[src/ecnf_pkg.sv]
// Shared types, constants and helpers for the event camera noise filter.
`timescale 1ns / 1ps
package ecnf_pkg;

  localparam int DEF_WIDTH      = 256;
  localparam int DEF_HEIGHT     = 256;
  localparam int DEF_COUNT_BITS = 24;

  localparam int CFG_IDX_W  = 3;
  localparam int CFG_DATA_W = 25;

  localparam logic [4:0]  RST_MODE   = 5'h06;
  localparam logic [3:0]  RST_SMIN   = 4'd1;
  localparam logic [3:0]  RST_SMAX   = 4'd8;
  localparam logic [23:0] RST_WINDOW = 24'd2000;
  localparam logic [23:0] RST_REFR   = 24'd100;
  localparam logic [24:0] RST_LTIME  = 25'd1000000;
  localparam logic [23:0] RST_THR    = 24'd10000;

  localparam int MODE_HOT  = 0;
  localparam int MODE_REFR = 1;
  localparam int MODE_NB   = 2;
  localparam int MODE_TWO  = 3;
  localparam int MODE_POL  = 4;

  typedef enum logic [CFG_IDX_W-1:0] {
    CFG_MODE   = 3'd0,
    CFG_SMIN   = 3'd1,
    CFG_SMAX   = 3'd2,
    CFG_WINDOW = 3'd3,
    CFG_REFR   = 3'd4,
    CFG_LTIME  = 3'd5,
    CFG_THR    = 3'd6
  } cfg_idx_e;

  typedef enum logic [1:0] {
    VERDICT_PASS    = 2'd0,
    VERDICT_HOT     = 2'd1,
    VERDICT_REFR    = 2'd2,
    VERDICT_NO_SUPP = 2'd3
  } verdict_e;

  typedef enum logic [0:0] {
    OP_EVENT = 1'b0,
    OP_LEARN = 1'b1
  } opcode_e;

  typedef struct packed {
    logic [4:0]  mode;
    logic [3:0]  smin;
    logic [3:0]  smax;
    logic [23:0] window;
    logic [23:0] refr;
    logic [24:0] ltime;
    logic [23:0] thr;
  } cfg_t;

  typedef struct packed {
    logic stamp_we;
    logic count_we;
    logic mask_we;
    logic mask_wd;
  } store_ctl_t;

  function automatic logic signed [1:0] nb_dx(input logic [2:0] k);
    logic signed [1:0] d;
    case (k)
      3'd0, 3'd3, 3'd5: d = -2'sd1;
      3'd1, 3'd6:       d = 2'sd0;
      default:          d = 2'sd1;
    endcase
    return d;
  endfunction

  function automatic logic signed [1:0] nb_dy(input logic [2:0] k);
    logic signed [1:0] d;
    case (k)
      3'd0, 3'd1, 3'd2: d = -2'sd1;
      3'd3, 3'd4:       d = 2'sd0;
      default:          d = 2'sd1;
    endcase
    return d;
  endfunction

endpackage

[src/ecnf_gap_unit.sv]
// Shared signed time-gap comparator.
`timescale 1ns / 1ps
module ecnf_gap_unit import ecnf_pkg::*; (
  input  logic [31:0] stamp_i,
  input  logic [31:0] stored_i,
  input  logic [23:0] limit_i,
  output logic        below_o
);
  logic signed [33:0] gap;

  assign gap     = $signed({2'b00, stamp_i}) - $signed({2'b00, stored_i});
  assign below_o = gap < $signed({10'd0, limit_i});
endmodule

[config.mk]
export PLATFORM = sky130hd
export DESIGN_NAME = ecnf_gap_unit
export DESIGN_NICKNAME = d
export VERILOG_FILES = /design/src/ecnf_pkg.sv /design/src/ecnf_gap_unit.sv
export SDC_FILE = /design/constraint.sdc
export NUM_CORES = 1
export LEC_CHECK = 0
export ABC_CLOCK_PERIOD_IN_PS = 4470
export CORE_ASPECT_RATIO = 1.4
export CORE_MARGIN = 2
export CORE_UTILIZATION = 45
export DETAILED_ROUTE_END_ITERATION = 10
export DONT_BUFFER_PORTS = 1
export PLACE_DENSITY = 0.57
export SLEW_MARGIN = 20
export SYNTH_ARGS = -nofsm -noshare
export SYNTH_HDL_FRONTEND = slang
export SYNTH_SLANG_ARGS = --single-unit
[constraint.sdc]
create_clock -name vclk -period 4.47
set_input_delay 0.2235 -clock vclk [all_inputs]
set_output_delay 0.2235 -clock vclk [all_outputs]
set_load 0.03 [all_outputs]
### Yosys cells after proc, flatten, opt, wreduce, memory -nomap -nowiden

Index checks and enable logic that the tools add are counted.

| word-level totals | value |
|---|---|
| register bits after elaboration | 0 |
| input bits | 88 |
| output and inout port bits | 1 |
| word-level logic and storage cells | 2 |

| operators by class | value |
|---|---|
| add/subtract/negate cells | 1 |
| magnitude comparators | 1 |

Operator list:

| kind | number |
|---|---|
| < comparator 33 x 25 -> 1 bit | 1 |
| subtractor 32 x 32 -> 33 bit | 1 |

### Logic depth before layout (Yosys ltp)

| logic depth | value |
|---|---|
| depth in word-level cells | 2 |
| depth in mapped cells | 18 |
| mapped depth without buffers | 18 |

### Worst setup path before layout

OpenSTA, ideal clock, no wires.

| path | value |
|---|---|
| path type | input to output |
| start point | in stamp_i[0] |
| end point | out below_o |
| data arrival time | 3.661 ns |
| data required time | 4.247 ns |
| setup slack | 0.585 ns |
| stages on the path | 18 |
| buffers on the path | 0 |
| cell sequence | inv_1 ha_1 fa_1 nand2b_1 a21oi_1 o21ai_1 o21bai_1 nand3_1 o21ai_0 xor2_1 ha_1 o21ai_0 o21ai_0 o31a_1 a31oi_1 o221a_2 o2111ai_1 o41ai_2 |

| on the way | value |
|---|---|
| longest elaborated chain between the ends | 2 |

RTL lines:

| element | line | source |
|---|---|---|
| start: declaration | ecnf_gap_unit.sv:4 | `input logic [31:0] stamp_i,` |
| subtractor 32 x 32 -> 33 bit | ecnf_gap_unit.sv:11 | `assign gap = $signed({2'b00, stamp_i}) - $signed({2'b00, stored_i});` |
| < comparator 33 x 25 -> 1 bit | ecnf_gap_unit.sv:12 | `assign below_o = gap < $signed({10'd0, limit_i});` |
| end: declaration | ecnf_gap_unit.sv:7 | `output logic below_o` |

Every way passes these cells.

### Worst setup path in the final report

Same ends and word-level chain as after synthesis.

==> impl_results.md <==
* Synthesized Nets at 524
* Pin count of the biggest net entering global routing at 12
* CLK BUF at 0
* Io pins at 89
* Static Leakage at 0.00136 uW
* Number of antenna violations at the first check in global routing at 0
* Synth warnings at 0
* Data required time of the critical path at 4250 ps
* Remaining design rule violation count at 0
* Initial DRC Count at 106
* Final weighted congestion in routability-driven placement at 0.820
* Detailed placement HPWL at 5.59 mm
* TNS Setup at 0 ps
* Critical Path Source Type: input port
* Number of inserted filler cells in the final layout at 616
* Max-cap viol count at 0
* Number of flip-flops and latches at 0
* Horizontal extent of the die at 67.4 um
* Status: finished clean
* Share of cell area taken by muxes after synthesis at 0.396%
* Overall overflow remaining after global route at 0
* Type of the setup path with the least slack: in2out
* Y dimension of the die at 92.7 um
* Post-DR wirelength/cell at 14.3 um
* Via total after detailed routing at 2,546
* Final hold viol count at 0
* Max Transition Viols Final at 0
* CP Data Arrival Time at 3890 ps
* Count of buffers added by post-CTS timing repair for setup at 0
* Worst hold margin at 892 ps
* Sequential Area at 0 um2
* Post-route ant nets at 0
* Number of unique standard cell types used by synthesis at 52
* Core outline area at 5490 um2
* Buffers added on ports at 0
* Share of the synthesized area in compound gates (AO/OA/AOI/OAI) at 33.2%
* Vias in the first global route at 2,325
* Critical-path maximum fanout at 4
* Highest clock frequency the design can meet at 0.243 GHz
* Cells after Synth at 380
* CTS resizes at 0
* Core occupancy in the finished layout at 47.3%
* Number of hold buffers added after cts at 0
* Fraction of the yosys area taken by sequential cells at 0%
* Nets at 520
* Vias per cell at 5.76
* Capturing element type of the critical path: output pin
* Parity-gate share of the synthesized area counting xor and xnor cells at 8.66%
* Starting density of the core at 46.1%
* Area enclosed by the die boundary at 6240 um2
* Global-route wire length before repair at 10.1 mm
* Post-Synth Adder-Cell Area at 28.0%
* Row count at 32
* Hold WC Path Type: in2out
* Wire length after detailed routing at 6.30 mm
* Simple-gate area share of the yosys netlist at 18.5%
* Global Route Usage Sum at 19.9%
* Area growth from synthesis to layout at 2.52%
* Final setup violation count at 0
* Power per unit of standard cell area at 158 nW/um2
* Slew of the pin with the lowest slew margin at 539 ps
* Antenna diode count at 0
* Post-Syn Area per Cell at 6.65 um2
* Instance count after placement with tap cells included at 442
* Shortest clock period the worst path allows after layout at 4110 ps
* Largest family of logic cells by synthesized area: compound AO/OA/AOI/OAI gates
* Worst rel slew slack at 63.8%
* RSZ-0062 raised after global routing: no
* Combined area of all synthesized cells at 2530 um2
* Period Utilization, post-route at 91.9%
* Detailed Routing Iterations Pass 1 at 4
* Number of non-filler instances in the completed layout at 442
* Proportion of layout cells with a drive suffix above 1 at 2.67%
* Max IR drop VDD at 0.0675 mV
layer usage:
layer	vias up	global-route usage (%)	wire (um)
li1	1351	-	-
met1	1134	23.7	2680
met2	55	38.4	3340
met3	6	1.09	185
met4	0	2.72	99
met5	-	0	0
layout by cell type (no fill, tap or decap), types with 2 or more instances in the layout:
master / synthesis / routed
sky130_fd_sc_hd__nand4_1: 13 / 13
sky130_fd_sc_hd__o41ai_2: 2 / 2
sky130_fd_sc_hd__a21oi_1: 48 / 48
sky130_fd_sc_hd__o211ai_1: 4 / 4
sky130_fd_sc_hd__o21ai_1: 4 / 4
sky130_fd_sc_hd__o21bai_1: 4 / 4
sky130_fd_sc_hd__a31oi_1: 2 / 2
sky130_fd_sc_hd__or3_1: 2 / 2
sky130_fd_sc_hd__a21o_1: 15 / 15
sky130_fd_sc_hd__o21ai_0: 22 / 22
sky130_fd_sc_hd__xnor2_1: 15 / 15
sky130_fd_sc_hd__o31a_1: 3 / 3
sky130_fd_sc_hd__xor2_1: 10 / 10
sky130_fd_sc_hd__a311oi_1: 2 / 2
sky130_fd_sc_hd__inv_1: 68 / 68
sky130_fd_sc_hd__a211oi_1: 3 / 3
sky130_fd_sc_hd__nand2_1: 26 / 26
sky130_fd_sc_hd__nor2_1: 21 / 21
sky130_fd_sc_hd__nor2b_1: 3 / 3
sky130_fd_sc_hd__ha_1: 55 / 55
sky130_fd_sc_hd__nand2b_1: 5 / 5
sky130_fd_sc_hd__and3_1: 4 / 4
sky130_fd_sc_hd__a21boi_0: 2 / 2
sky130_fd_sc_hd__nand3_1: 5 / 5
sky130_fd_sc_hd__nor3_1: 7 / 7
sky130_fd_sc_hd__o21a_1: 4 / 4
worst max-delay path, cell delays in order:
cell and delay, ps:
sky130_fd_sc_hd__inv_1 20, sky130_fd_sc_hd__ha_1 210, sky130_fd_sc_hd__fa_1 400, sky130_fd_sc_hd__nand2b_1 170
sky130_fd_sc_hd__a21oi_1 240, sky130_fd_sc_hd__o21ai_1 200, sky130_fd_sc_hd__o21ai_1 280, sky130_fd_sc_hd__nor2_1 90
sky130_fd_sc_hd__xnor2_1 130, sky130_fd_sc_hd__ha_1 300, sky130_fd_sc_hd__a21oi_1 140, sky130_fd_sc_hd__o21ai_0 150
sky130_fd_sc_hd__a41o_1 230, sky130_fd_sc_hd__a21o_1 170, sky130_fd_sc_hd__a21oi_1 140, sky130_fd_sc_hd__o221a_2 210
sky130_fd_sc_hd__o2111ai_1 110, sky130_fd_sc_hd__o41ai_2 240, sky130_fd_sc_hd__buf_4 220
stage by stage:
stage	setup slack [ps]	total power, uW	instance area (um2)
after floorplan	585	328	2530
after detailed placement	338	407	2590
after CTS	318	411	2590
final	360	409	2590
after global routing	10.1	468	2590
after global placement	446	409	2590
cells by family (layout without fill, tap and decap cells):
family / count (synthesis) / count (layout)
AOI/OAI and AO/OA: 129 / 129
xor gates and xnor gates: 25 / 25
adders and majority gates: 56 / 56
buffers and inverters: 75 / 69
muxes: 1 / 1
and+or+nand+nor: 94 / 94
cell type report:
class / instances / area (um2) / area share, %
repair buffers: 1 / 7.51 / 0.290
inverters: 68 / 255 / 9.85
multi-input cells: 305 / 2240 / 86.6
well taps: 68 / 85.1 / 3.28
Yosys cell counts, types with 2 or more instances:
cell type                  number  area share [%]
sky130_fd_sc_hd__o21ai_0       22             4.4
sky130_fd_sc_hd__a21oi_1       48             9.5
sky130_fd_sc_hd__nor2_1        21             3.1
sky130_fd_sc_hd__clkbuf_1       5            0.74
sky130_fd_sc_hd__and3_1         4            0.99
sky130_fd_sc_hd__a311oi_1       2            0.69
sky130_fd_sc_hd__ha_1          55              27
sky130_fd_sc_hd__xor2_1        10             3.5
sky130_fd_sc_hd__nand3_1        5            0.99
sky130_fd_sc_hd__a211oi_1       3            0.89
sky130_fd_sc_hd__nor3_1         7             1.4
sky130_fd_sc_hd__or3_1          2            0.49
sky130_fd_sc_hd__o21ai_1        4            0.79
sky130_fd_sc_hd__o41ai_2        2             1.3
sky130_fd_sc_hd__o31a_1         3             1.0
sky130_fd_sc_hd__inv_1         68              10
sky130_fd_sc_hd__o211ai_1       4             1.2
sky130_fd_sc_hd__nand4_1       13             3.2
sky130_fd_sc_hd__a21o_1        15             4.5
sky130_fd_sc_hd__a31oi_1        2            0.49
sky130_fd_sc_hd__nand2_1       26             3.9
sky130_fd_sc_hd__o21bai_1       4             1.2
sky130_fd_sc_hd__o21a_1         4             1.2
sky130_fd_sc_hd__xnor2_1       15             5.2
sky130_fd_sc_hd__a21boi_0       2            0.59
sky130_fd_sc_hd__nor2b_1        3            0.74
sky130_fd_sc_hd__buf_2          2            0.40
sky130_fd_sc_hd__nand2b_1       5             1.2
power by group:
group / internal (uW) / switching, uW / leakage (uW)
Combinational: 177 / 232 / 0.00136
Sequential: 0 / 0 / 0
Clock: 0 / 0 / 0
worst paths after layout:
kind / startpoint / end / slack (ps) / cells past startpoint
setup / recovery: stamp_i[0] / below_o / 360 / 19
hold / removal: stamp_i[31] / below_o / 890 / 4
(Power assumes the default switching activity.)
