## src/ecnf_pkg.sv

```systemverilog
// Shared types, constants and helpers for the event camera noise filter.
`timescale 1ns / 1ps
package ecnf_pkg;

  localparam int DEF_WIDTH      = 256;
  localparam int DEF_HEIGHT     = 256;
  localparam int DEF_COUNT_BITS = 24;

  localparam int CFG_IDX_W  = 3;
  localparam int CFG_DATA_W = 25;

  localparam logic [4:0]  RST_MODE   = 5'h06;
  localparam logic [3:0]  RST_SMIN   = 4'd1;
  localparam logic [3:0]  RST_SMAX   = 4'd8;
  localparam logic [23:0] RST_WINDOW = 24'd2000;
  localparam logic [23:0] RST_REFR   = 24'd100;
  localparam logic [24:0] RST_LTIME  = 25'd1000000;
  localparam logic [23:0] RST_THR    = 24'd10000;

  localparam int MODE_HOT  = 0;
  localparam int MODE_REFR = 1;
  localparam int MODE_NB   = 2;
  localparam int MODE_TWO  = 3;
  localparam int MODE_POL  = 4;

  typedef enum logic [CFG_IDX_W-1:0] {
    CFG_MODE   = 3'd0,
    CFG_SMIN   = 3'd1,
    CFG_SMAX   = 3'd2,
    CFG_WINDOW = 3'd3,
    CFG_REFR   = 3'd4,
    CFG_LTIME  = 3'd5,
    CFG_THR    = 3'd6
  } cfg_idx_e;

  typedef enum logic [1:0] {
    VERDICT_PASS    = 2'd0,
    VERDICT_HOT     = 2'd1,
    VERDICT_REFR    = 2'd2,
    VERDICT_NO_SUPP = 2'd3
  } verdict_e;

  typedef enum logic [0:0] {
    OP_EVENT = 1'b0,
    OP_LEARN = 1'b1
  } opcode_e;

  typedef struct packed {
    logic [4:0]  mode;
    logic [3:0]  smin;
    logic [3:0]  smax;
    logic [23:0] window;
    logic [23:0] refr;
    logic [24:0] ltime;
    logic [23:0] thr;
  } cfg_t;

  typedef struct packed {
    logic stamp_we;
    logic count_we;
    logic mask_we;
    logic mask_wd;
  } store_ctl_t;

  function automatic logic signed [1:0] nb_dx(input logic [2:0] k);
    logic signed [1:0] d;
    case (k)
      3'd0, 3'd3, 3'd5: d = -2'sd1;
      3'd1, 3'd6:       d = 2'sd0;
      default:          d = 2'sd1;
    endcase
    return d;
  endfunction

  function automatic logic signed [1:0] nb_dy(input logic [2:0] k);
    logic signed [1:0] d;
    case (k)
      3'd0, 3'd1, 3'd2: d = -2'sd1;
      3'd3, 3'd4:       d = 2'sd0;
      default:          d = 2'sd1;
    endcase
    return d;
  endfunction

endpackage

```

## src/ecnf_ctrl.sv

```systemverilog
// Sequencer: own-pixel checks, learning sweep, neighbour scans and result register.
`timescale 1ns / 1ps
module ecnf_ctrl import ecnf_pkg::*; #(
  parameter int WIDTH      = DEF_WIDTH,
  parameter int HEIGHT     = DEF_HEIGHT,
  parameter int COUNT_BITS = DEF_COUNT_BITS,
  localparam int NPIX      = WIDTH * HEIGHT,
  localparam int ADDR_W    = $clog2(NPIX)
) (
  input  logic                  clk_i,
  input  logic                  rst_ni,
  input  cfg_t                  cfg_i,
  input  logic                  in_valid_i,
  output logic                  in_ready_o,
  input  logic                  opcode_i,
  input  logic [7:0]            pos_x_i,
  input  logic [7:0]            pos_y_i,
  input  logic [31:0]           stamp_i,
  input  logic                  polarity_i,
  output logic                  out_valid_o,
  input  logic                  out_ready_i,
  output logic [7:0]            out_x_o,
  output logic [7:0]            out_y_o,
  output logic [31:0]           out_stamp_o,
  output logic                  out_polarity_o,
  output logic [1:0]            verdict_o,
  output logic                  learning_done_o,
  output store_ctl_t            st_ctl_o,
  output logic [ADDR_W-1:0]     st_waddr_o,
  output logic [32:0]           st_stamp_wd_o,
  output logic [COUNT_BITS-1:0] st_count_wd_o,
  output logic [ADDR_W-1:0]     st_stamp_raddr_o,
  output logic [ADDR_W-1:0]     st_cm_raddr_o,
  input  logic [32:0]           st_stamp_rd_i,
  input  logic [COUNT_BITS-1:0] st_count_rd_i,
  input  logic                  st_mask_rd_i,
  output logic [31:0]           gap_stored_o,
  output logic [23:0]           gap_limit_o,
  input  logic                  gap_below_i
);
  localparam int MAXD = (WIDTH > HEIGHT) ? WIDTH : HEIGHT;
  localparam int CW   = (($clog2(MAXD) > 8) ? $clog2(MAXD) : 8) + 2;
  localparam int CMPW = (COUNT_BITS > 24) ? COUNT_BITS : 24;
  localparam int SW   = ADDR_W + 1;

  typedef enum logic [9:0] {
    ST_CLEAR   = 10'b0000000001,
    ST_IDLE    = 10'b0000000010,
    ST_OWN_RD  = 10'b0000000100,
    ST_OWN_CHK = 10'b0000001000,
    ST_SWEEP   = 10'b0000010000,
    ST_DECIDE  = 10'b0000100000,
    ST_SCAN    = 10'b0001000000,
    ST_EVAL    = 10'b0010000000,
    ST_WRITE   = 10'b0100000000,
    ST_EMIT    = 10'b1000000000
  } state_e;

  typedef logic signed [CW-1:0] coord_t;

  function automatic logic [ADDR_W-1:0] pix_addr(input coord_t cx, input coord_t cy);
    return ADDR_W'(cy) * ADDR_W'(WIDTH) + ADDR_W'(cx);
  endfunction

  function automatic logic in_sensor(input coord_t cx, input coord_t cy);
    return (cx >= 0) && (cy >= 0) && (cx < $signed(CW'(WIDTH))) &&
           (cy < $signed(CW'(HEIGHT)));
  endfunction

  state_e state_q, state_d;

  logic active_q, active_d, pending_q, pending_d, end_q, end_d;
  logic [31:0] start_q, start_d;
  logic [SW-1:0] s_q, s_d;
  logic sw_vld_q, sw_vld_d;
  logic [ADDR_W-1:0] sw_addr_q, sw_addr_d;

  logic [7:0] x_q, x_d, y_q, y_d;
  logic [31:0] t_q, t_d, own_stamp_q, own_stamp_d;
  logic pol_q, pol_d, hot_q, hot_d, done_q, done_d;
  logic [1:0] verdict_q, verdict_d;
  logic [ADDR_W-1:0] idx_q, idx_d;

  logic [3:0] k_q, k_d, n_q, n_d, j_q, j_d;
  logic p_vld_q, p_vld_d, lvl2_q, lvl2_d, found_q, found_d;
  coord_t cx_q, cx_d, cy_q, cy_d, px_q, px_d, py_q, py_d;
  coord_t list_x_q [8];
  coord_t list_y_q [8];
  logic list_we;

  logic out_valid_q, out_valid_d;
  logic [7:0] ox_q, oy_q;
  logic [31:0] ot_q;
  logic op_q, odone_q, out_load;
  logic [1:0] ov_q;

  coord_t nx, ny, ex, ey;
  logic supp, n_ok, learn_go;
  logic [32:0] end_at;

  assign ex       = coord_t'({1'b0, pos_x_i});
  assign ey       = coord_t'({1'b0, pos_y_i});
  assign nx       = cx_q + coord_t'(nb_dx(k_q[2:0]));
  assign ny       = cy_q + coord_t'(nb_dy(k_q[2:0]));
  assign supp     = gap_below_i &&
                    !(cfg_i.mode[MODE_POL] && (st_stamp_rd_i[0] != pol_q));
  assign n_ok     = (n_q >= cfg_i.smin) && (n_q <= cfg_i.smax);
  assign learn_go = pending_q && !active_q;
  assign end_at   = {1'b0, (learn_go ? stamp_i : start_q)} + {8'd0, cfg_i.ltime};

  assign in_ready_o = (state_q == ST_IDLE);

  always_comb begin
    state_d     = state_q;
    active_d    = active_q;
    pending_d   = pending_q;
    end_d       = end_q;
    start_d     = start_q;
    s_d         = s_q;
    sw_vld_d    = 1'b0;
    sw_addr_d   = sw_addr_q;
    x_d         = x_q;
    y_d         = y_q;
    t_d         = t_q;
    pol_d       = pol_q;
    idx_d       = idx_q;
    own_stamp_d = own_stamp_q;
    hot_d       = hot_q;
    done_d      = done_q;
    verdict_d   = verdict_q;
    k_d         = k_q;
    n_d         = n_q;
    j_d         = j_q;
    p_vld_d     = 1'b0;
    lvl2_d      = lvl2_q;
    found_d     = found_q;
    cx_d        = cx_q;
    cy_d        = cy_q;
    px_d        = px_q;
    py_d        = py_q;
    list_we     = 1'b0;
    out_load    = 1'b0;
    out_valid_d = out_valid_q && !out_ready_i;

    st_ctl_o         = '0;
    st_waddr_o       = idx_q;
    st_stamp_wd_o    = {t_q, pol_q};
    st_count_wd_o    = '0;
    st_stamp_raddr_o = idx_q;
    st_cm_raddr_o    = idx_q;
    gap_stored_o     = st_stamp_rd_i[32:1];
    gap_limit_o      = cfg_i.window;

    unique case (state_q)
      ST_CLEAR: begin
        st_ctl_o.stamp_we = 1'b1;
        st_ctl_o.count_we = 1'b1;
        st_ctl_o.mask_we  = 1'b1;
        st_stamp_wd_o     = '0;
        st_waddr_o        = s_q[ADDR_W-1:0];
        s_d               = s_q + 1'b1;
        if (s_q == SW'(NPIX - 1)) begin
          state_d = ST_IDLE;
        end
      end
      ST_IDLE: begin
        if (in_valid_i) begin
          x_d    = pos_x_i;
          y_d    = pos_y_i;
          t_d    = stamp_i;
          pol_d  = polarity_i;
          idx_d  = pix_addr(ex, ey);
          done_d = 1'b0;
          if (opcode_i == OP_LEARN) begin
            if (!active_q) begin
              pending_d = 1'b1;
            end
          end else if (!in_sensor(ex, ey)) begin
            verdict_d = VERDICT_NO_SUPP;
            state_d   = ST_EMIT;
          end else begin
            if (learn_go) begin
              start_d  = stamp_i;
              active_d = 1'b1;
            end
            pending_d = 1'b0;
            end_d     = (active_q || learn_go) && ({1'b0, stamp_i} > end_at);
            verdict_d = VERDICT_PASS;
            state_d   = ST_OWN_RD;
          end
        end
      end
      ST_OWN_RD: begin
        state_d = ST_OWN_CHK;
      end
      ST_OWN_CHK: begin
        own_stamp_d = st_stamp_rd_i[32:1];
        hot_d       = st_mask_rd_i;
        if (active_q) begin
          st_ctl_o.count_we = 1'b1;
          st_count_wd_o     = (&st_count_rd_i) ? st_count_rd_i : st_count_rd_i + 1'b1;
        end
        if (end_q) begin
          active_d = 1'b0;
          done_d   = 1'b1;
          s_d      = '0;
          state_d  = ST_SWEEP;
        end else begin
          state_d = ST_DECIDE;
        end
      end
      ST_SWEEP: begin
        st_cm_raddr_o = s_q[ADDR_W-1:0];
        if (s_q != SW'(NPIX)) begin
          sw_vld_d  = 1'b1;
          sw_addr_d = s_q[ADDR_W-1:0];
          s_d       = s_q + 1'b1;
        end
        if (sw_vld_q) begin
          st_waddr_o        = sw_addr_q;
          st_ctl_o.count_we = 1'b1;
          st_ctl_o.mask_we  = 1'b1;
          st_ctl_o.mask_wd  = CMPW'(st_count_rd_i) >= CMPW'(cfg_i.thr);
          if (sw_addr_q == idx_q) begin
            hot_d = st_ctl_o.mask_wd;
          end
        end else if (s_q == SW'(NPIX)) begin
          state_d = ST_DECIDE;
        end
      end
      ST_DECIDE: begin
        gap_stored_o = own_stamp_q;
        gap_limit_o  = cfg_i.refr;
        cx_d         = coord_t'({1'b0, x_q});
        cy_d         = coord_t'({1'b0, y_q});
        k_d          = '0;
        n_d          = '0;
        lvl2_d       = 1'b0;
        if (cfg_i.mode[MODE_HOT] && hot_q) begin
          verdict_d = VERDICT_HOT;
          state_d   = ST_EMIT;
        end else if (cfg_i.mode[MODE_REFR] && gap_below_i) begin
          verdict_d = VERDICT_REFR;
          state_d   = ST_WRITE;
        end else if (cfg_i.mode[MODE_NB]) begin
          state_d = ST_SCAN;
        end else begin
          verdict_d = VERDICT_PASS;
          state_d   = ST_WRITE;
        end
      end
      ST_SCAN: begin
        st_stamp_raddr_o = pix_addr(nx, ny);
        if (k_q != 4'd8) begin
          p_vld_d = in_sensor(nx, ny);
          px_d    = nx;
          py_d    = ny;
          k_d     = k_q + 1'b1;
        end else begin
          state_d = ST_EVAL;
        end
        if (p_vld_q && supp) begin
          if (lvl2_q) begin
            found_d = 1'b1;
          end else begin
            list_we = 1'b1;
            n_d     = n_q + 1'b1;
          end
        end
      end
      ST_EVAL: begin
        if (!lvl2_q) begin
          if (!n_ok) begin
            verdict_d = VERDICT_NO_SUPP;
            state_d   = ST_WRITE;
          end else if (!cfg_i.mode[MODE_TWO]) begin
            verdict_d = VERDICT_PASS;
            state_d   = ST_WRITE;
          end else begin
            lvl2_d  = 1'b1;
            found_d = 1'b0;
            j_d     = '0;
          end
        end else if (found_q) begin
          verdict_d = VERDICT_PASS;
          state_d   = ST_WRITE;
        end else if (j_q == n_q) begin
          verdict_d = VERDICT_NO_SUPP;
          state_d   = ST_WRITE;
        end else begin
          cx_d    = list_x_q[j_q[2:0]];
          cy_d    = list_y_q[j_q[2:0]];
          j_d     = j_q + 1'b1;
          k_d     = '0;
          state_d = ST_SCAN;
        end
      end
      ST_WRITE: begin
        st_ctl_o.stamp_we = 1'b1;
        state_d           = ST_EMIT;
      end
      ST_EMIT: begin
        if (!out_valid_q || out_ready_i) begin
          out_load    = 1'b1;
          out_valid_d = 1'b1;
          state_d     = ST_IDLE;
        end
      end
      default: begin
        state_d = ST_IDLE;
      end
    endcase
  end

  always_ff @(posedge clk_i or negedge rst_ni) begin
    if (!rst_ni) begin
      state_q     <= ST_CLEAR;
      active_q    <= 1'b0;
      pending_q   <= 1'b0;
      end_q       <= 1'b0;
      start_q     <= '0;
      s_q         <= '0;
      sw_vld_q    <= 1'b0;
      p_vld_q     <= 1'b0;
      lvl2_q      <= 1'b0;
      found_q     <= 1'b0;
      k_q         <= '0;
      n_q         <= '0;
      j_q         <= '0;
      out_valid_q <= 1'b0;
    end else begin
      state_q     <= state_d;
      active_q    <= active_d;
      pending_q   <= pending_d;
      end_q       <= end_d;
      start_q     <= start_d;
      s_q         <= s_d;
      sw_vld_q    <= sw_vld_d;
      p_vld_q     <= p_vld_d;
      lvl2_q      <= lvl2_d;
      found_q     <= found_d;
      k_q         <= k_d;
      n_q         <= n_d;
      j_q         <= j_d;
      out_valid_q <= out_valid_d;
    end
  end

  always_ff @(posedge clk_i) begin
    sw_addr_q   <= sw_addr_d;
    x_q         <= x_d;
    y_q         <= y_d;
    t_q         <= t_d;
    pol_q       <= pol_d;
    idx_q       <= idx_d;
    own_stamp_q <= own_stamp_d;
    hot_q       <= hot_d;
    done_q      <= done_d;
    verdict_q   <= verdict_d;
    cx_q        <= cx_d;
    cy_q        <= cy_d;
    px_q        <= px_d;
    py_q        <= py_d;
    if (list_we) begin
      list_x_q[n_q[2:0]] <= px_q;
      list_y_q[n_q[2:0]] <= py_q;
    end
    if (out_load) begin
      ox_q    <= x_q;
      oy_q    <= y_q;
      ot_q    <= t_q;
      op_q    <= pol_q;
      ov_q    <= verdict_q;
      odone_q <= done_q;
    end
  end

  assign out_valid_o     = out_valid_q;
  assign out_x_o         = ox_q;
  assign out_y_o         = oy_q;
  assign out_stamp_o     = ot_q;
  assign out_polarity_o  = op_q;
  assign verdict_o       = ov_q;
  assign learning_done_o = odone_q;

  a_no_pending_while_active: assert property (@(posedge clk_i) disable iff (!rst_ni)
    active_q |-> !pending_q) else $error("learn start pending while learning");

  a_sweep_idle_learning: assert property (@(posedge clk_i) disable iff (!rst_ni)
    (state_q == ST_SWEEP) |-> !active_q) else $error("sweep while learning active");

  a_support_count: assert property (@(posedge clk_i) disable iff (!rst_ni)
    (n_q <= 4'd8) && (k_q <= 4'd8)) else $error("neighbour counter overrun");

  a_sweep_covers_all: assert property (@(posedge clk_i) disable iff (!rst_ni)
    (state_q == ST_SWEEP) && (state_d == ST_DECIDE) |-> (s_q == SW'(NPIX)))
    else $error("sweep left early");
endmodule
```

## config.mk

```make
export PLATFORM = sky130hd
export DESIGN_NAME = ecnf_ctrl
export DESIGN_NICKNAME = d
export VERILOG_FILES = /design/src/ecnf_pkg.sv /design/src/ecnf_ctrl.sv
export SDC_FILE = /design/constraint.sdc
export NUM_CORES = 1
export LEC_CHECK = 0
export ABC_AREA = 1
export BUFFER_PORTS_ARGS = -buffer_cell sky130_fd_sc_hd__buf_2
export CORE_MARGIN = 8
export CORE_UTILIZATION = 55
export CTS_BUF_LIST = sky130_fd_sc_hd__clkbuf_16
export CTS_CLUSTER_SIZE = 40
export DETAILED_ROUTE_END_ITERATION = 16
export PLACE_DENSITY_LB_ADDON = 0.08
export RECOVER_POWER = 50
export SLEW_MARGIN = 20
export SYNTH_ARGS = -nofsm -noshare
export SYNTH_HDL_FRONTEND = slang
export SYNTH_SLANG_ARGS = --single-unit
```

## constraint.sdc

```tcl
create_clock -name clk_i -period 12.2 [get_ports clk_i]
set_clock_uncertainty 0.2 [all_clocks]
set_input_delay 2.44 -clock clk_i [delete_from_list [all_inputs] [get_ports clk_i]]
set_output_delay 2.44 -clock clk_i [all_outputs]
set_load 0.005 [all_outputs]
```

Word-level counts from Yosys, hierarchy flattened
Memory sizes are Yosys's and may differ from the RTL's. Cells that the tools add are included.

Register bits after elaboration: 288. Memory bits (writable): 160. Input port bits: 223. Output and inout port bits: 219. Word-level logic and storage cells: 277. Memories kept: 2.

Memory list: list_x_q (words 8, bits a word 10, rd ports 1, clocked after memory_dff 0, wr ports 1, RTL line ecnf_ctrl.sv:87) `coord_t list_x_q [8];`; list_y_q (words 8, bits a word 10, rd ports 1, clocked after memory_dff 0, wr ports 1, RTL line ecnf_ctrl.sv:88) `coord_t list_y_q [8];`.

Add/subtract/negate cells: 10. Order comparisons: 12. Equality and inequality tests: 52. Muxes and demuxes: 111. Bitwise logic cells: 1. Reduce and logical (&&, ||, !) cells: 55.

Operators with widths (number): two-way mux 10 bit (18); one-hot mux 10 bit (10 select lines) (1); two-way mux 24 bit (4); two-way mux 32 bit (2); one-hot mux 17 bit (3 select lines) (1); two-way mux 16 bit (3); inequality test 2 bit (second input constant) (24); two-way mux 4 bit (11); one-hot mux 10 bit (2 select lines) (2); two-way mux 1 bit (36); two-way mux 9 bit (4); two-way mux 17 bit (2); adder 32 x 25 -> 33 bit (1); greater-than comparator 32 x 33 -> 1 bit (1); two-way mux 33 bit (1); one-hot mux 16 bit (2 select lines) (1); adder 24 x 1 -> 24 bit (second input constant) (1); greater-or-equal comparator 24 bit (1); AND reduction 24 bit (1); two-way mux 2 bit (11); adder 10 x 2 -> 10 bit (2); greater-or-equal comparator 10 x 1 -> 1 bit (second input constant) (2); < comparator 10 bit (second input constant) (2); < comparator 8 x 9 -> 1 bit (second input constant) (2); 51 further kinds (107).

Logic depth before layout (Yosys ltp)
Depth in word-level cells: 10. Depth in mapped cells: 34. Mapped depth without buffers: 32.

Least setup slack after synthesis
OpenSTA, ideal clock, no wires.

Path kind: flip-flop to output port. Start point: register k_q[2]. End point: output port st_stamp_raddr_o[14]. Data arrival time: 3.925 ns. Slack: 5.635 ns. Cell stages (with the launch flop): 20. Path through: dfrtp_1 > clkbuf_1 > inv_1 > ha_1 > nor3_2 > inv_1 > ha_1 > a21oi_1 > o21ai_0 > nand2_1 > nand4_1 > xnor2_1 > inv_1 > fa_1 > o21ai_0 > nand2_1 > nand2_1 > a21oi_1 > xor2_1 > o21ai_0.

Word-level cells in the longest chain between the ends: 6.

RTL lines: start, declared (RTL line ecnf_ctrl.sv:84) `logic [3:0] k_q, k_d, n_q, n_d, j_q, j_d;`; start signal, assigned (RTL line ecnf_ctrl.sv:342) `k_q <= k_d;`; equality test 3 x 2 -> 1 bit (tied with other cells) (RTL line ecnf_pkg.sv:67) `case (k)`; OR reduction 3 bit or OR reduction 2 bit (tied branches) (RTL line ecnf_pkg.sv:67); one-hot mux 2 bit (2 select lines) * (RTL line ecnf_pkg.sv:67); adder 10 x 2 -> 10 bit * (RTL line ecnf_ctrl.sv:103) `assign nx = cx_q + coord_t'(nb_dx(k_q[2:0]));`; named net nx[9] (RTL line ecnf_ctrl.sv:97) `coord_t nx, ny, ex, ey;`; adder 16 x 10 -> 16 bit * (RTL line ecnf_ctrl.sv:62) `return ADDR_W'(cy) * ADDR_W'(WIDTH) + ADDR_W'(cx);`; two-way mux 16 bit * (RTL line ecnf_ctrl.sv:154) `unique case (state_q)`; end, declared (RTL line ecnf_ctrl.sv:32) `output logic [ADDR_W-1:0] st_stamp_raddr_o,`.

The timed path passes the listed nets; every way through them passes the cells marked *.

Worst setup path after layout
Start point: register state_q[9]. End point: output port st_count_wd_o[2].

Word-level cells in the longest chain between the ends: 2.

RTL lines: start, declared (RTL line ecnf_ctrl.sv:70) `state_e state_q, state_d;`; start signal, assigned (RTL line ecnf_ctrl.sv:332) `state_q <= state_d;`; equality test 10 x 4 -> 1 bit (RTL line ecnf_ctrl.sv:154); two-way mux 24 bit (RTL line ecnf_ctrl.sv:154); end, declared (RTL line ecnf_ctrl.sv:31) `output logic [COUNT_BITS-1:0] st_count_wd_o,`.

Every way passes these cells.

==> summary.txt <==
Run status
  • Status: complete, but fails checks
  • Failing checks: capacitance limit, slew limit

Critical path
  • CP required: 9.56 ns
  • Crit Path Class: reg2out
  • Worst path max stage delay: approximately 1.6 ns
  • Setup crit end kind: primary output
  • Reg2reg setup slack: roughly 6.7 ns
  • WP data arrival: 5.49 ns
  • Worst-path fanout max: 35
  • Worst r2r src: state_q[4]
  • CP Launch Type: flip-flop
  • CP max stage cell: clkbuf_1
  • Reg2Reg Depth: 13
  • Worst-path cell chain: nor2_1 -> nand2_1 -> nor3_4 -> clkbuf_1 -> inv_1 -> nor2_2 -> inv_2 -> nor3_1 -> buf_2
  • Reg-to-Reg End: end_q

Hold path
  • Hold path start: done_q
  • Hold Path Stages: 0
  • Worst Hold End: learning_done_o
  • Worst hold path class: reg2reg

Logic synthesis
  • Synthesized area per cell: between 9 and 10 sq um
  • Synthesized area: between 0.02 and 0.025 sq mm
  • Cells after synthesis: ~2,400
  • Syn_nets: roughly 2,700
  • Largest area contributor in the netlist: edfxtp_1
  • Register area share after synthesis: 0.548
  • #FFs+latches synth: around 430
  • Post-synthesis cell type count: 57
  • Top cell type's share of synthesized area: 0.462
  • Syn. warnings: 0
  • EDFF count, synth: between 300 and 400
  • Asr flop ratio synth: 0.183
  • Synth top area cells: edfxtp_1, nand2_1, dfrtp_1
  • Top_reg_cell synth: edfxtp_1

Die
  • Core area: 0.0416 sq mm
  • Row count: between 70 and 80
  • Chip Width: about 220 um
  • IO Count: approximately 440
  • Die ar.: between 0.04 and 0.05 sq mm
  • Initial Util: 0.552
  • Die height: roughly 220 um

Global routing
  • Initial antenna violation count: 10
  • Vias in the first global route: around 19,000
  • Grt total ovfl: 0
  • GRT Total Usage: 0.274
  • First-pass GRT wire length: 104 mm
  • Pin count of the biggest net entering global routing: 85

Clocking
  • Post-CTS Setup Bufs: 0
  • # hold bufs at CTS: 0
  • H-tree depth: 2
  • Clk root buf: clkbuf_16
  • Max clock buf depth: 3
  • Skew-Pair Late Insertion Delay: about 0.6 ns
  • Clock buffer count from CTS: 44
  • CTS tree: built
  • TritonCTS Sinks: about 430
  • Post-cts sizing count: 0
  • Clock transition at path regs: about 0.06 ns

Layout
  • Multi-input logic area: slightly above 0.009 sq mm
  • Fin util: 0.648
  • Reg area: 0.0126 sq mm
  • Non-Filler Instances: around 3,400
  • Area grow syn2layout: 17.3%
  • Layout cell share with drive strength beyond 1: 0.191
  • Nets: 3,177
  • FILL cells: between 3,000 and 4,000

Route
  • Number of routed nets with antenna violations: 0
  • Wirelength, routed: about 69 mm
  • DR vias: roughly 19,000
  • Via-to-Cell Ratio: ~5.6
  • 1st-pass router iterations: 6
  • Initial drt markers: between 1,500 and 2,000
  • DRC viols: 0
  • Routed wire per std cell: around 20 um

Placed design
  • Placed Instances: 3,317
  • # port buffers: about 440
  • Final estimated routing congestion in global placement: 0.941
  • Post-DP HPWL: 50.4 mm
  • Dpl ws: about 5.0 ns

STA
  • Fin. Hold Viols: 0
  • Slew @ Worst Pin: between 3 and 4 ns
  • Period utilization: 0.666
  • Worst Slack Setup Final: about 4 ns
  • RSZ-0062 raised after global routing: false
  • Period minus WS final: just over 8 ns
  • Worst slew margin: -1.27
  • Fmax: approximately 0.12 GHz
  • Setup TNS: 0 ns
  • Final setup vio count: 0
  • Slew Limit Fails: about 260

Power and ir drop
  • Maximum vdd drop: between 100 and 150 uV
  • P_leak: about 12 nW
  • PD cells: ~160 mW/mm^2
  • Total power draw: about 4.4 mW

Job
  • Max_cap viols: 6
synthesized netlist by cell type, types with 24 or more instances:
master,count
nor3_1,35
dfrtp_1,78
ha_1,125
mux2_2,24
o221ai_1,53
xnor2_1,27
clkbuf_1,52
a21oi_1,107
xor2_1,44
inv_1,247
o21ai_0,200
edfxtp_1,353
nand3_1,69
nand4_1,25
nor2_1,231
nand2_1,546
report_power, final:
part           total, mW  internal [mW]  leakage, nW  switching [mW]
clock network       1.27          0.708        0.695           0.564
registers           1.83           1.75         4.25          0.0829
logic               1.31          0.497         6.91           0.815
total               4.42           2.96         11.9            1.46
worst max path at each step:
stage                     startpoint              endpoint  cells past startpoint
after CTS                     k_q[1]  st_stamp_raddr_o[14]                     19
after global routing          k_q[1]  st_stamp_raddr_o[15]                     22
after detailed placement      k_q[1]  st_stamp_raddr_o[14]                     19
after global placement        k_q[0]  st_stamp_raddr_o[14]                     19
after floorplan               k_q[2]  st_stamp_raddr_o[14]                     19
final                     state_q[9]      st_count_wd_o[2]                      9
registers in the layout (all words and copies together), names as in the netlist, 16 cells and up:
signal       cells
t_q             32
list_x_q        80
out_stamp_o     32
s_q             17
own_stamp_q     32
start_q         32
sw_addr_q       16
list_y_q        80
cell type report:
type,instances,share of cell area
timing repair buffer,465,0.0854
tap,539,0.0250
clock buffer,45,0.0418
antenna,1,0.0000929
multi-input combinational,1616,0.336
clock inverter,33,0.00748
sequential,432,0.467
inverter,266,0.0372
routing by layer:
metal,vias to the layer above,track usage,part of all wire
li1,9085,-,-
met1,9143,0.334,0.39
met2,607,0.477,0.51
met3,133,0.0629,0.066
met4,18,0.0868,0.027
met5,-,0,0.0017
cells by family (layout without fill, tap and decap cells):
family          after synthesis  count (layout)  share of synthesized area
xor+xnor                     71              71                     0.0271
other cells                   0               1                          0
fa+ha+maj                   129             129                     0.0716
simple gates                969             969                      0.179
mux                          24              24                     0.0118
flops                       432             432                      0.548
compound gates              423             423                      0.107
buf+inv                     339             809                     0.0567
critical path, delay by kind of cell (launching register included):
family	cells	cell delay [ns]
buffers and inverters	4	2.58
and+or+nand+nor	5	1.91
DFF	1	0.40
stage by stage:
stage          area, sq um  hold WS, ns
4_1_cts              27100        0.233
2_1_floorplan        23000        0.200
3_3_place_gp         25800        0.213
5_1_grt              26900        0.250
3_5_place_dp         25800        0.219
6_report             26900        0.230
cells in the final DEF, fill, tap and decap left out, drive strengths merged, types with 71 or more instances in the layout:
master	count
nand2	554
a21oi	107
ha	125
o21ai	207
dfrtp	78
nor2	245
nand3	71
inv	278
edfxtp	353
clkbuf	99
buf	411
(Power assumes the default switching activity.)
